<file path="config.mk">
export PLATFORM = sky130hd
export DESIGN_NAME = fraction_add_reduce
export DESIGN_NICKNAME = d
export VERILOG_FILES = /design/src/sv/fadd_pkg.sv /design/src/sv/fadd_div.sv /design/src/sv/fadd_dp.sv /design/src/sv/fadd_ctrl.sv /design/src/sv/fraction_add_reduce.sv
export SDC_FILE = /design/constraint.sdc
export NUM_CORES = 2
export LEC_CHECK = 0
export BUFFER_PORTS_ARGS = -buffer_cell sky130_fd_sc_hd__buf_2
export CAP_MARGIN = 0
export CORE_UTILIZATION = 44
export DETAILED_ROUTE_END_ITERATION = 16
export HOLD_SLACK_MARGIN = 0.02
export PLACE_DENSITY = 0.63
export SYNTH_ARGS = -nofsm -noshare
export SYNTH_HDL_FRONTEND = slang
export SYNTH_HIERARCHICAL = 1
export SYNTH_SLANG_ARGS = --single-unit
export TNS_END_PERCENT = 100
</file>
<file path="constraint.sdc">
create_clock -name i_clk -period 7.4 [get_ports i_clk]
set_clock_uncertainty 0.05 [all_clocks]
set_input_delay 0.74 -clock i_clk [delete_from_list [all_inputs] [get_ports i_clk]]
set_output_delay 0.74 -clock i_clk [all_outputs]
set_load 0.02 [all_outputs]
</file>
<file path="src/sv/fadd_pkg.sv">
// Shared types and constants for the fraction add and reduce block.
// Used by the controller, the datapath, the divider and the top level.
package fadd_pkg;

    // Width of the divider operands: magnitudes fit in 31 bits
    localparam int C_DIV_W = 31;

    // Product select codes for the shared multiplier
    localparam logic [1:0] MUL_N1D2 = 2'd0;
    localparam logic [1:0] MUL_N2D1 = 2'd1;
    localparam logic [1:0] MUL_D1D2 = 2'd2;

    // Divider operation codes
    localparam logic [1:0] DIV_MOD = 2'd0;  // Euclid remainder step
    localparam logic [1:0] DIV_NUM = 2'd1;  // reduce numerator by gcd
    localparam logic [1:0] DIV_DEN = 2'd2;  // reduce denominator by gcd

    typedef struct packed {
        logic signed [15:0] first_numerator;
        logic        [14:0] first_denominator;
        logic signed [15:0] second_numerator;
        logic        [14:0] second_denominator;
    } t_in;

    typedef struct packed {
        logic signed [31:0] sum_numerator;
        logic        [29:0] sum_denominator;
        logic               status;
    } t_out;

    // Commands from controller to datapath
    typedef struct packed {
        logic       load;       // capture input transaction
        logic       mul_en;     // register one product
        logic [1:0] mul_sel;
        logic       acc_ld;     // numerator <= product
        logic       acc_add;    // numerator += product
        logic       sum_ld;     // load magnitude and denominator
        logic       div_start;
        logic [1:0] div_op;
        logic       out_ld;     // load output register
    } t_dp_cmd;

    // Status from datapath to controller
    typedef struct packed {
        logic err;       // zero input denominator
        logic num_zero;  // summed numerator is zero
        logic b_zero;    // Euclid remainder reached zero
        logic div_done;
        logic out_free;  // output register can take a result
    } t_dp_sts;

endpackage

</file>
<file path="src/sv/fadd_div.sv">
// Restoring divider, one quotient bit per cycle.
// Depends on fadd_pkg for the operand width.
module fadd_div
    import fadd_pkg::*;
(
    input  logic               i_clk,
    input  logic               i_rst_n,
    input  logic               i_start,
    input  logic [C_DIV_W-1:0] i_dividend,
    input  logic [C_DIV_W-1:0] i_divisor,
    output logic               o_done,
    output logic [C_DIV_W-1:0] o_quotient,
    output logic [C_DIV_W-1:0] o_remainder
);

    localparam int CW = $clog2(C_DIV_W);

    logic               r_busy;
    logic               r_done;
    logic [CW-1:0]      r_cnt;
    logic [C_DIV_W-1:0] r_quo;
    logic [C_DIV_W-1:0] r_rem;
    logic [C_DIV_W-1:0] r_dvs;

    logic [C_DIV_W:0]   rem_sh;
    logic [C_DIV_W:0]   diff;
    logic               ge;

    // Shift in next dividend bit and trial subtract
    always_comb begin
        rem_sh = {r_rem, r_quo[C_DIV_W-1]};
        diff   = rem_sh - {1'b0, r_dvs};
        ge     = !diff[C_DIV_W];
    end

    // Control: busy and done flags
    always_ff @(posedge i_clk) begin
        if (!i_rst_n) begin
            r_busy <= 1'b0;
            r_done <= 1'b0;
        end else begin
            r_done <= 1'b0;
            if (i_start) begin
                r_busy <= 1'b1;
            end else if (r_busy && r_cnt == '0) begin
                r_busy <= 1'b0;
                r_done <= 1'b1;
            end
        end
    end

    // Datapath: iterate one bit per cycle
    always_ff @(posedge i_clk) begin
        if (i_start) begin
            r_quo <= i_dividend;
            r_rem <= '0;
            r_dvs <= i_divisor;
            r_cnt <= CW'(C_DIV_W - 1);
        end else if (r_busy) begin
            r_rem <= ge ? diff[C_DIV_W-1:0] : rem_sh[C_DIV_W-1:0];
            r_quo <= {r_quo[C_DIV_W-2:0], ge};
            r_cnt <= r_cnt - 1'b1;
        end
    end

    assign o_done      = r_done;
    assign o_quotient  = r_quo;
    assign o_remainder = r_rem;

endmodule

</file>
<file path="src/sv/fadd_dp.sv">
// Datapath: shared multiplier, numerator accumulator, Euclid registers and output register.
// Depends on fadd_pkg and instantiates fadd_div.
module fadd_dp
    import fadd_pkg::*;
(
    input  logic    i_clk,
    input  logic    i_rst_n,
    input  t_in     i_in_data,
    input  t_dp_cmd i_cmd,
    output t_dp_sts o_sts,
    input  logic    i_out_ready,
    output logic    o_out_valid,
    output t_out    o_out_data
);

    t_in                r_in;
    logic               r_err;
    logic signed [31:0] r_prod;
    logic signed [31:0] r_num;
    logic               r_neg;
    logic [C_DIV_W-1:0] r_mag;
    logic [C_DIV_W-1:0] r_den;
    logic [C_DIV_W-1:0] r_a;
    logic [C_DIV_W-1:0] r_b;
    logic [C_DIV_W-1:0] r_qnum;
    logic [C_DIV_W-1:0] r_qden;
    logic [1:0]         r_op;
    logic               r_out_valid;
    t_out               r_out;

    logic signed [16:0] mul_a;
    logic signed [16:0] mul_b;
    logic signed [33:0] prod;
    logic signed [31:0] num_abs;
    logic [C_DIV_W-1:0] dvd;
    logic [C_DIV_W-1:0] dvs;
    logic               div_done;
    logic [C_DIV_W-1:0] div_quo;
    logic [C_DIV_W-1:0] div_rem;
    t_out               n_out;

    // Select multiplier operands: numerators sign-extend, denominators zero-extend
    always_comb begin
        case (i_cmd.mul_sel)
            MUL_N1D2: begin
                mul_a = 17'(r_in.first_numerator);
                mul_b = $signed({2'b00, r_in.second_denominator});
            end
            MUL_N2D1: begin
                mul_a = 17'(r_in.second_numerator);
                mul_b = $signed({2'b00, r_in.first_denominator});
            end
            MUL_D1D2: begin
                mul_a = $signed({2'b00, r_in.first_denominator});
                mul_b = $signed({2'b00, r_in.second_denominator});
            end
            default: begin
                mul_a = '0;
                mul_b = '0;
            end
        endcase
        prod    = mul_a * mul_b;
        num_abs = r_num[31] ? -r_num : r_num;
    end

    // Select divider operands
    always_comb begin
        case (i_cmd.div_op)
            DIV_MOD: begin
                dvd = r_a;
                dvs = r_b;
            end
            DIV_NUM: begin
                dvd = r_mag;
                dvs = r_a;
            end
            DIV_DEN: begin
                dvd = r_den;
                dvs = r_a;
            end
            default: begin
                dvd = r_a;
                dvs = r_b;
            end
        endcase
    end

    fadd_div u_div (
        .i_clk       (i_clk),
        .i_rst_n     (i_rst_n),
        .i_start     (i_cmd.div_start),
        .i_dividend  (dvd),
        .i_divisor   (dvs),
        .o_done      (div_done),
        .o_quotient  (div_quo),
        .o_remainder (div_rem)
    );

    // Capture, multiply, accumulate and Euclid register updates
    always_ff @(posedge i_clk) begin
        if (i_cmd.load) begin
            r_in  <= i_in_data;
            r_err <= (i_in_data.first_denominator == '0) ||
                     (i_in_data.second_denominator == '0);
        end
        if (i_cmd.mul_en) begin
            r_prod <= prod[31:0];
        end
        if (i_cmd.acc_ld) begin
            r_num <= r_prod;
        end else if (i_cmd.acc_add) begin
            r_num <= r_num + r_prod;
        end
        if (i_cmd.sum_ld) begin
            r_neg <= r_num[31];
            r_mag <= num_abs[C_DIV_W-1:0];
            r_a   <= num_abs[C_DIV_W-1:0];
            r_den <= r_prod[C_DIV_W-1:0];
            r_b   <= r_prod[C_DIV_W-1:0];
        end
        if (i_cmd.div_start) begin
            r_op <= i_cmd.div_op;
        end
        // Take divider result according to the operation in flight
        if (div_done) begin
            case (r_op)
                DIV_MOD: begin
                    r_a <= r_b;
                    r_b <= div_rem;
                end
                DIV_NUM: r_qnum <= div_quo;
                DIV_DEN: r_qden <= div_quo;
                default: r_qden <= div_quo;
            endcase
        end
    end

    // Form the result for the output register
    always_comb begin
        if (r_err) begin
            n_out.sum_numerator   = '0;
            n_out.sum_denominator = '0;
            n_out.status          = 1'b1;
        end else if (r_num == '0) begin
            n_out.sum_numerator   = '0;
            n_out.sum_denominator = 30'd1;
            n_out.status          = 1'b0;
        end else begin
            n_out.sum_numerator   = r_neg ? -$signed({1'b0, r_qnum})
                                          :  $signed({1'b0, r_qnum});
            n_out.sum_denominator = r_qden[29:0];
            n_out.status          = 1'b0;
        end
    end

    // Output register: hold until the transaction is taken
    always_ff @(posedge i_clk) begin
        if (!i_rst_n) begin
            r_out_valid <= 1'b0;
        end else if (i_cmd.out_ld) begin
            r_out_valid <= 1'b1;
        end else if (i_out_ready) begin
            r_out_valid <= 1'b0;
        end
    end

    always_ff @(posedge i_clk) begin
        if (i_cmd.out_ld) begin
            r_out <= n_out;
        end
    end

    assign o_sts.err      = r_err;
    assign o_sts.num_zero = (r_num == '0);
    assign o_sts.b_zero   = (r_b == '0);
    assign o_sts.div_done = div_done;
    assign o_sts.out_free = !r_out_valid || i_out_ready;

    assign o_out_valid = r_out_valid;
    assign o_out_data  = r_out;

endmodule

</file>
<file path="src/sv/fadd_ctrl.sv">
// Controller state machine: sequences multiply, Euclid loop and final reductions.
// Depends on fadd_pkg for the command and status structs.
module fadd_ctrl
    import fadd_pkg::*;
(
    input  logic    i_clk,
    input  logic    i_rst_n,
    input  logic    i_in_valid,
    output logic    o_in_ready,
    input  t_dp_sts i_sts,
    output t_dp_cmd o_cmd
);

    localparam logic [3:0] S_IDLE     = 4'd0;
    localparam logic [3:0] S_MUL_A    = 4'd1;
    localparam logic [3:0] S_MUL_B    = 4'd2;
    localparam logic [3:0] S_MUL_C    = 4'd3;
    localparam logic [3:0] S_SUM      = 4'd4;
    localparam logic [3:0] S_CHK      = 4'd5;
    localparam logic [3:0] S_WAIT_MOD = 4'd6;
    localparam logic [3:0] S_WAIT_NUM = 4'd7;
    localparam logic [3:0] S_DEN      = 4'd8;
    localparam logic [3:0] S_WAIT_DEN = 4'd9;
    localparam logic [3:0] S_FINISH   = 4'd10;

    logic [3:0] r_state;
    logic [3:0] n_state;

    always_comb begin
        n_state    = r_state;
        o_cmd      = '0;
        o_in_ready = 1'b0;
        case (r_state)
            S_IDLE: begin
                o_in_ready = 1'b1;
                if (i_in_valid) begin
                    o_cmd.load = 1'b1;
                    n_state    = S_MUL_A;
                end
            end
            // One product per cycle through the shared multiplier
            S_MUL_A: begin
                o_cmd.mul_en  = 1'b1;
                o_cmd.mul_sel = MUL_N1D2;
                n_state       = S_MUL_B;
            end
            S_MUL_B: begin
                o_cmd.mul_en  = 1'b1;
                o_cmd.mul_sel = MUL_N2D1;
                o_cmd.acc_ld  = 1'b1;
                n_state       = S_MUL_C;
            end
            S_MUL_C: begin
                o_cmd.mul_en  = 1'b1;
                o_cmd.mul_sel = MUL_D1D2;
                o_cmd.acc_add = 1'b1;
                n_state       = S_SUM;
            end
            // Skip the loop for error and zero sums
            S_SUM: begin
                o_cmd.sum_ld = 1'b1;
                if (i_sts.err || i_sts.num_zero) begin
                    n_state = S_FINISH;
                end else begin
                    n_state = S_CHK;
                end
            end
            // Euclid: another remainder step, or divide by the gcd
            S_CHK: begin
                o_cmd.div_start = 1'b1;
                if (i_sts.b_zero) begin
                    o_cmd.div_op = DIV_NUM;
                    n_state      = S_WAIT_NUM;
                end else begin
                    o_cmd.div_op = DIV_MOD;
                    n_state      = S_WAIT_MOD;
                end
            end
            S_WAIT_MOD: begin
                if (i_sts.div_done) begin
                    n_state = S_CHK;
                end
            end
            S_WAIT_NUM: begin
                if (i_sts.div_done) begin
                    n_state = S_DEN;
                end
            end
            S_DEN: begin
                o_cmd.div_start = 1'b1;
                o_cmd.div_op    = DIV_DEN;
                n_state         = S_WAIT_DEN;
            end
            S_WAIT_DEN: begin
                if (i_sts.div_done) begin
                    n_state = S_FINISH;
                end
            end
            // Hold until the output register can take the result
            S_FINISH: begin
                if (i_sts.out_free) begin
                    o_cmd.out_ld = 1'b1;
                    n_state      = S_IDLE;
                end
            end
            default: n_state = S_IDLE;
        endcase
    end

    always_ff @(posedge i_clk) begin
        if (!i_rst_n) begin
            r_state <= S_IDLE;
        end else begin
            r_state <= n_state;
        end
    end

endmodule

</file>
<file path="src/sv/fraction_add_reduce.sv">
// Top level: adds two fractions and reduces the sum by Euclid's gcd.
// Depends on fadd_pkg; instantiates fadd_ctrl and fadd_dp.
//
//   Channel   Direction  Handshake                 Payload
//   input     in         i_in_valid / o_in_ready   i_in_data  (t_in)
//   output    out        o_out_valid / i_out_ready o_out_data (t_out)
//
// One transaction at a time. An error or zero sum skips every division. Otherwise each
// of the k Euclid remainder steps and both final divisions runs on the shared 31-step
// restoring divider.
// Reset (i_rst_n low, synchronous) clears the controller and output valid.
// A result waiting in the output register does not block the next input;
// a stalled output holds the controller at its final step.
module fraction_add_reduce
    import fadd_pkg::*;
(
    input  logic i_clk,
    input  logic i_rst_n,
    input  logic i_in_valid,
    output logic o_in_ready,
    input  t_in  i_in_data,
    output logic o_out_valid,
    input  logic i_out_ready,
    output t_out o_out_data
);

    t_dp_cmd cmd;
    t_dp_sts sts;

    fadd_ctrl u_ctrl (
        .i_clk      (i_clk),
        .i_rst_n    (i_rst_n),
        .i_in_valid (i_in_valid),
        .o_in_ready (o_in_ready),
        .i_sts      (sts),
        .o_cmd      (cmd)
    );

    fadd_dp u_dp (
        .i_clk       (i_clk),
        .i_rst_n     (i_rst_n),
        .i_in_data   (i_in_data),
        .i_cmd       (cmd),
        .o_sts       (sts),
        .i_out_ready (i_out_ready),
        .o_out_valid (o_out_valid),
        .o_out_data  (o_out_data)
    );

endmodule

</file>
==> impl_metrics.py <==
metrics = {
    "synth": {
        "ys_seq_area_frac": 0.411,
        "synth_top_area_share": 0.347,
        "synth_area_leaders": "edfxtp_1 35%, fa_1 15%, dfxtp_1 6.4%",
        "syn_nets": 3569,
        "netlist_area_sq_um": 32700,
        "postSynthCellCount": 3106,
        "synthArstFlopShare": 0,
        "yosys-top-cells-count": "378 x edfxtp_1, 372 x nand2_1, 363 x inv_1",
        "syn_area_per_cell_sq_um": 10.5,
        "synth_edf_count": 378,
        "synth_flop_cell": "edfxtp_1",
        "yosysTopAreaCell": "edfxtp_1",
        "ys_seq_elements": 483,
        "yosysMostFrequentCell": "edfxtp_1",
        "synth.distinct_cells": 88,
        "yosysWarnings": 6,
    },
    "critical_path": {
        "crit_slowest_cell": "fa_1",
        "slowest_delay_ns": 0.54,
        "cp_max_fo": 17,
        "cp.arrival_ns": 7.45,
        "crit_required_ns": 7.71,
        "cp_common_cell": "fa_1",
        "worstSetupStartpointType": "register",
        "critPathKind": "reg -> reg",
        "end_kind": "register",
    },
    "floorplanning": {
        "coreArea_sq_um": 73300,
        "ios": 131,
        "initial_utilization": 0.446,
        "dieArea_sq_um": 75500,
        "rows": 99,
        "dieWidth_um": 275,
        "die_h_um": 275,
    },
    "layout": {
        "final_util": 0.506,
        "drive_gt1_frac": 0.147,
        "multi_input_area_sq_um": 17500,
        "fill_cells": 6717,
        "antenna_cells": 0,
        "nNetsFinal": 3746,
        "syn2layout_area_growth_pct": 13.3,
        "fin_area_sq_um": 37100,
        "register_area_sq_um": 13500,
    },
    "detailed_routing": {
        "wire_per_inst_um": 18.1,
        "vias": 22500,
        "drtIter0Drc": 1339,
        "drc": 2,
        "routed_wl_um": 77600,
        "via_per_inst": 5.25,
        "drtAntennaViolNets": 0,
        "drt_first_pass_iters": 12,
    },
    "global_route": {
        "use_met3": 0.0239,
        "busiest_layer": "met2",
        "grt_pass1_wl_um": 124000,
        "grt_pass1_vias": 22300,
        "grt_max_degree": 101,
        "use_met2": 0.349,
        "grt-ovfl-total": 0,
        "grtUsageMet1": 0.280,
        "antenna_found_initial": 0,
        "grt_use_total": 0.210,
    },
    "sta": {
        "finalSetupViolCount": 0,
        "slew_headroom": 0.312,
        "final.min_clock_period_ns": 7.14,
        "finalCritPeriodShare": 0.964,
        "worst_pin_slew_ns": 1.03,
        "holdWs_ns": 0.230,
        "slew_viol_final": 0,
        "hold_violations": 0,
        "fmax_mhz": 140,
        "final.setup.worst_slack_ns": 0.264,
    },
    "clock_tree": {
        "clock_sinks": 483,
        "cts.reportedPaths.clkPinSlew_ns": 0.07,
        "clock_latency_ns": 0.63,
        "cts_buffer_depth": 3,
        "cts_tree": "done",
        "cts_buffers": 54,
        "htreeDepth": 2,
        "cts_root_buf": "clkbuf_16",
    },
    "min_path": {
        "worstHoldPathType": "in -> reg",
    },
    "status": {
        "outcome": "complete, but fails checks",
        "violations": "design-rule violations",
    },
    "placed_design": {
        "pre_cts_ws_ns": -0.0500,
        "dp_hpwl_um": 59100,
        "port_buffers": 130,
        "gp_congestion": 0.888,
        "placed_area_sq_um": 35100,
    },
    "run": {
        "drv_cap": 0,
    },
}
[critical path: cells and delay by family (launching register included)]
family,cells,cell delay [ns]
mux,1,0.29
compound gates,6,1.27
buf+inv,8,0.84
flops,1,0.41
xor+xnor,1,0.15
simple gates,5,0.63
fa+ha+maj,7,3.24
[timing repair]
item,4_1_cts,5_1_grt
buffers inserted,0,4
cloned,0,2
setup endpoints to repair,3,10
hold buffers,0,0
resized for setup,3,22
pin swaps,0,3
[cell families (layout without fill, tap and decap cells)]
group                      Yosys count  count (layout)  share of synthesized area
muxes                              147             147                     0.0474
AOI/OAI and AO/OA                  553             553                      0.112
DFF                                483             483                      0.411
and+or+nand+nor                    890             890                      0.123
adders and majority gates          397             397                      0.209
buffers and inverters              495             718                     0.0587
xor gates and xnor gates           141             141                     0.0385
[state kept, by name, summed over array words and instances, names as in the netlist, 32 cells and up]
signal	count
u_dp/r_prod	32
u_dp/r_num	32
u_dp/r_in	62
u_dp/o_out_data	63
[cells in the final DEF (no fill, tap or decap), types with 32 or more instances in the layout]
cell	count
fa_1	248
a22oi_1	33
nand2b_1	39
xor2_1	58
mux2_2	63
and2_1	43
buf_2	130
buf_4	112
edfxtp_1	378
nor2_1	248
mux2i_1	81
o21a_1	32
inv_1	363
dfxtp_1	103
clkbuf_16	55
a21oi_1	102
xnor2_1	80
ha_1	147
nand2_1	372
o21ai_0	181
[final cells by class]
| type | count | area share |
|---|---|---|
| multi-input cells | 2128 | 0.473 |
| flip-flops and latches | 483 | 0.363 |
| repair buffers | 251 | 0.0448 |
| clock buffers | 69 | 0.0385 |
| inverters | 365 | 0.0370 |
| well taps | 959 | 0.0324 |
| clock inverters | 33 | 0.0113 |
[final timing paths]
path                        startpoint         endpoint  slack [ns]  cells after the start
min reg2reg  u_dp/u_div/o_quotient[21]  u_dp/r_qden[21]        0.41                      0
max reg2reg          u_ctrl/r_state[0]  u_dp/r_prod[30]        0.26                     28
max                  u_ctrl/r_state[0]  u_dp/r_prod[30]        0.26                     28
min                      i_in_data[26]    u_dp/r_in[26]        0.23                      1
[layer usage]
layer | share of wire | routed length (um)
met1 | 0.45 | 34900
met4 | 0.039 | 3000
met3 | 0.039 | 3060
met5 | 0 | 0
met2 | 0.47 | 36600
[through the flow]
stage | setup TNS [ns] | cells
after CTS | 0 | 4282
after global routing | -0.144 | 4288
after detailed placement | -0.0651 | 4180
after global placement | 0 | 4180
after floorplan | 0 | 3106
final | 0 | 4288
Power is not shown: default switching activity piles up to over one toggle a cycle in this logic, so the estimate is an artifact.
